## src/hdl/lttbl_pkg.sv

```systemverilog
// Package with the types and constants of the linear translation table.
`timescale 1ns / 1ps
package lttbl_pkg;

  localparam logic [1:0] ACT_MAP       = 2'd0;
  localparam logic [1:0] ACT_INSERT    = 2'd1;
  localparam logic [1:0] ACT_UNMAP     = 2'd2;
  localparam logic [1:0] ACT_TRANSLATE = 2'd3;

  localparam logic [1:0] ST_OK       = 2'd0;
  localparam logic [1:0] ST_FULL     = 2'd1;
  localparam logic [1:0] ST_NO_MATCH = 2'd2;

  localparam int unsigned PAGE_SHIFT = 12;
  localparam logic [9:0] COUNT_MAX = 10'd1023;

  // Largest page code that map region picks; the stored code field is 3 bits wide.
  localparam int unsigned MAX_SIZE_CODE = 6;

  typedef struct packed {
    logic [1:0]  action;
    logic [19:0] virt_page;
    logic [23:0] phys_page;
    logic [19:0] page_count;
    logic [2:0]  size_code;
    logic [2:0]  permissions;
    logic [3:0]  cache_mode;
    logic [2:0]  bus_attributes;
    logic [31:0] virtual_address;
  } req_t;

  typedef struct packed {
    logic [1:0]  status;
    logic [35:0] phys_address;
    logic [9:0]  pages_inserted;
    logic [8:0]  entry_index;
  } rsp_t;

  typedef struct packed {
    logic [3:0]  perms;
    logic [19:0] vpn;
    logic [23:0] ppn;
    logic [2:0]  code;
    logic [3:0]  cache;
    logic [2:0]  bus;
  } entry_t;

  typedef struct packed {
    logic        is_free;
    logic        is_match;
    logic [35:0] paddr;
  } slot_eval_t;

endpackage

```

## src/hdl/lttbl_slot_unit.sv

```systemverilog
// Shared slot evaluator: free test, masked page match and address formation.
`timescale 1ns / 1ps
module lttbl_slot_unit (
  input  lttbl_pkg::entry_t     entry_i,
  input  logic [19:0]           key_vpn_i,
  input  logic [31:0]           vaddr_i,
  output lttbl_pkg::slot_eval_t eval_o
);

  logic [4:0]  shamt;
  logic [4:0]  bits;
  logic [35:0] low;
  logic [19:0] diff;

  always_comb begin
    shamt = {1'b0, entry_i.code, 1'b0};
    bits  = 5'(lttbl_pkg::PAGE_SHIFT) + shamt;
    low   = (36'd1 << bits) - 36'd1;
    diff  = (key_vpn_i ^ entry_i.vpn) >> shamt;
    eval_o.is_free  = (entry_i.perms == 4'd0);
    eval_o.is_match = (entry_i.perms != 4'd0) && (diff == 20'd0);
    eval_o.paddr    = ({entry_i.ppn, 12'd0} & ~low) | ({4'd0, vaddr_i} & low);
  end

endmodule

```

## config.mk

```make
export PLATFORM = sky130hd
export DESIGN_NAME = lttbl_slot_unit
export DESIGN_NICKNAME = d
export VERILOG_FILES = /design/src/hdl/lttbl_pkg.sv /design/src/hdl/lttbl_slot_unit.sv
export SDC_FILE = /design/constraint.sdc
export NUM_CORES = 1
export LEC_CHECK = 0
export ABC_AREA = 1
export BUFFER_PORTS_ARGS = -buffer_cell sky130_fd_sc_hd__buf_2
export CORE_MARGIN = 1
export CORE_UTILIZATION = 35
export DETAILED_ROUTE_END_ITERATION = 12
export MAX_ROUTING_LAYER = met4
export PLACE_DENSITY = 0.8
export SYNTH_ARGS = -nofsm -noshare
export SYNTH_HDL_FRONTEND = slang
export SYNTH_SLANG_ARGS = --single-unit
export TNS_END_PERCENT = 100
```

## constraint.sdc

```tcl
create_clock -name vclk -period 2.7
set_clock_uncertainty 0.15 [all_clocks]
set_input_delay 0.27 -clock vclk [all_inputs]
set_output_delay 0.27 -clock vclk [all_outputs]
set_load 0.1 [all_outputs]
```

==> results.py <==
metrics = {
    "floorplan": {
        "die_area_sq_um": 4769,
        "core_area_sq_um": 4324,
        "fp.dieW_um": 69.06,
        "start_util": 0.3640,
        "fp-row-count": 24,
        "io_pins": 148,
        "die_h_um": 69.06,
    },
    "grt": {
        "met2_usage": 0.3840,
        "antenna_found_initial": 0,
        "grt.met3_usage": 0.01170,
        "use_met1": 0.2588,
        "grt_usage": 0.2095,
        "grt_busiest_layer": "met2",
        "overflow": 0,
        "grt_pass1_vias": 2099,
        "grt_pass1_wl_um": 8562,
        "grt_max_degree": 18,
    },
    "logic_synthesis": {
        "synth_top_area_share": 0.2671,
        "ys_warn_count": 0,
        "syn_area_per_cell_sq_um": 5.045,
        "synth.area.top_cells": "nand2_1 27%, nand3_1 14%, inv_1 13%, mux2_2 7.9%, ha_1 6.4%",
        "synth_cell_types": 28,
        "syn_area_sq_um": 1574,
        "synth_nets": 430,
        "yosysTopAreaCell": "nand2_1",
        "synthCells": 312,
        "ys_seq_area_frac": 0,
    },
    "placement": {
        "pre_cts_ws_ns": 0.06067,
        "routabilityCongestion": 0.8218,
        "place_hpwl_um": 4308,
        "port_buffers": 129,
    },
    "final_layout": {
        "regArea_sq_um": 0,
        "area_growth_pct": 72.34,
        "fin_util": 0.6273,
        "diodes": 0,
        "final_common_cell": "buf_2",
        "n_sequential_cell": 0,
        "layout_common_cells": "111 x buf_2, 110 x nand2_1, 52 x inv_1, 44 x nand3_1, 19 x buf_4",
        "drive_above_1_share": 0.4148,
        "final_nets": 566,
        "fillers": 401,
        "clock_buffers": 0,
    },
    "route": {
        "num_vias": 2271,
        "wire_per_inst_um": 9.703,
        "drt-total-wl_um": 4832,
        "ant_nets": 0,
        "drc": 0,
        "first_pass_iters": 4,
        "drtIter0Drc": 70,
        "viasPerCell": 4.560,
    },
    "critical_path": {
        "critPathMaxFanout": 5,
        "critical_path_class": "primary input to primary output",
        "required_ns": 2.28,
        "worst_setup_path_start_kind": "primary input",
        "arrival_ns": 2.16,
        "worstSetupEndpointType": "primary output",
    },
    "timing": {
        "post-route-period-util": 0.9543,
        "fmax_ghz": 0.3881,
        "final-setup-viol-count": 0,
        "period_needed_ns": 2.577,
        "slew_violations": 0,
        "rsz0062_at_grt": "no",
        "worstMarginPinSlew_ns": 0.4935,
        "hold_viol": 0,
        "fin_ws_ns": 0.1234,
        "fin_setup_tns_ns": 0,
        "slew_headroom": 0.6733,
    },
    "power_and_ir_drop": {
        "p_total_uw": 800.7,
        "ir_drop_v": 0.0001514,
        "p_per_area_nw_per_um2": 295.2,
        "p_leak_uw": 0.001662,
    },
    "clock_tree": {
        "ctsHoldBuffers": 0,
    },
    "run_status": {
        "outcome": "finished clean",
    },
    "min_path": {
        "hold_path.class": "primary input to primary output",
    },
    "flow_run": {
        "maxCapViolations": 0,
    },
}
-- worst max-delay path: stages --
cell     delay [ns]
buf_2          0.11
inv_2          0.10
ha_2           0.22
nand2_2        0.06
inv_1          0.07
nand2_1        0.08
ha_2           0.20
o21ai_0        0.20
buf_4          0.15
xnor2_1        0.12
mux2_2         0.35
buf_4          0.23
-- cells in the mapped netlist (all sizes together) --
cell,count
mux2,13
nand3,44
a21oi,7
clkbuf,6
buf,7
and2,1
nand2,114
inv,55
ha,8
o21ai,9
and3,2
nand4,3
nand3b,1
nor3,1
xor2,6
nor2,24
a31oi,4
xnor2,6
nor4,1
-- final cells by class --
cell class         count  area (sq um)  area share
multi-input cells    244          1400      0.5161
inverters             55         209.0     0.07703
repair buffers       147          1039      0.3828
well taps             52         65.06     0.02399
-- metrics by stage --
stage,std cells,hold slack (ns),cell area (sq um)
2_1_floorplan,312,0.5876,1692
3_3_place_gp,497,0.3912,2690
3_5_place_dp,497,0.3912,2690
4_1_cts,497,0.3912,2690
5_1_grt,498,0.3901,2713
6_report,498,0.3900,2713
-- cells by family after synthesis --
family / after synthesis / synth area share
buffers and inverters: 68 / 0.1852
xor gates and xnor gates: 12 / 0.06677
adders and majority gates: 8 / 0.06360
muxes: 13 / 0.09300
and+or+nand+nor: 191 / 0.5246
AOI/OAI and AO/OA: 20 / 0.06677
-- what timing repair did --
action / 4_1_cts / 5_1_grt
gates resized for setup: 0 / 5
setup buffers: 0 / 1
setup endpoints to repair: 0 / 2
-- final timing paths --
kind	start	endpoint	slack [ns]	cells after the start
hold / removal	entry_i[28]	eval_o[30]	0.39	0
setup / recovery	entry_i[9]	eval_o[20]	0.12	12
-- report_power, final --
part           leakage (uW)  internal (uW)  switching [uW]
combinational       0.00166            274             527
sequential                0              0               0
clock                     0              0               0
-- routing by layer --
metal	up-vias	wire, um	share of wire
met5	-	0	0
met4	0	5	0.0010
met3	2	246	0.051
met2	63	2380	0.49
met1	970	2201	0.46
li1	1236	-	-
(Power assumes the default switching activity.)
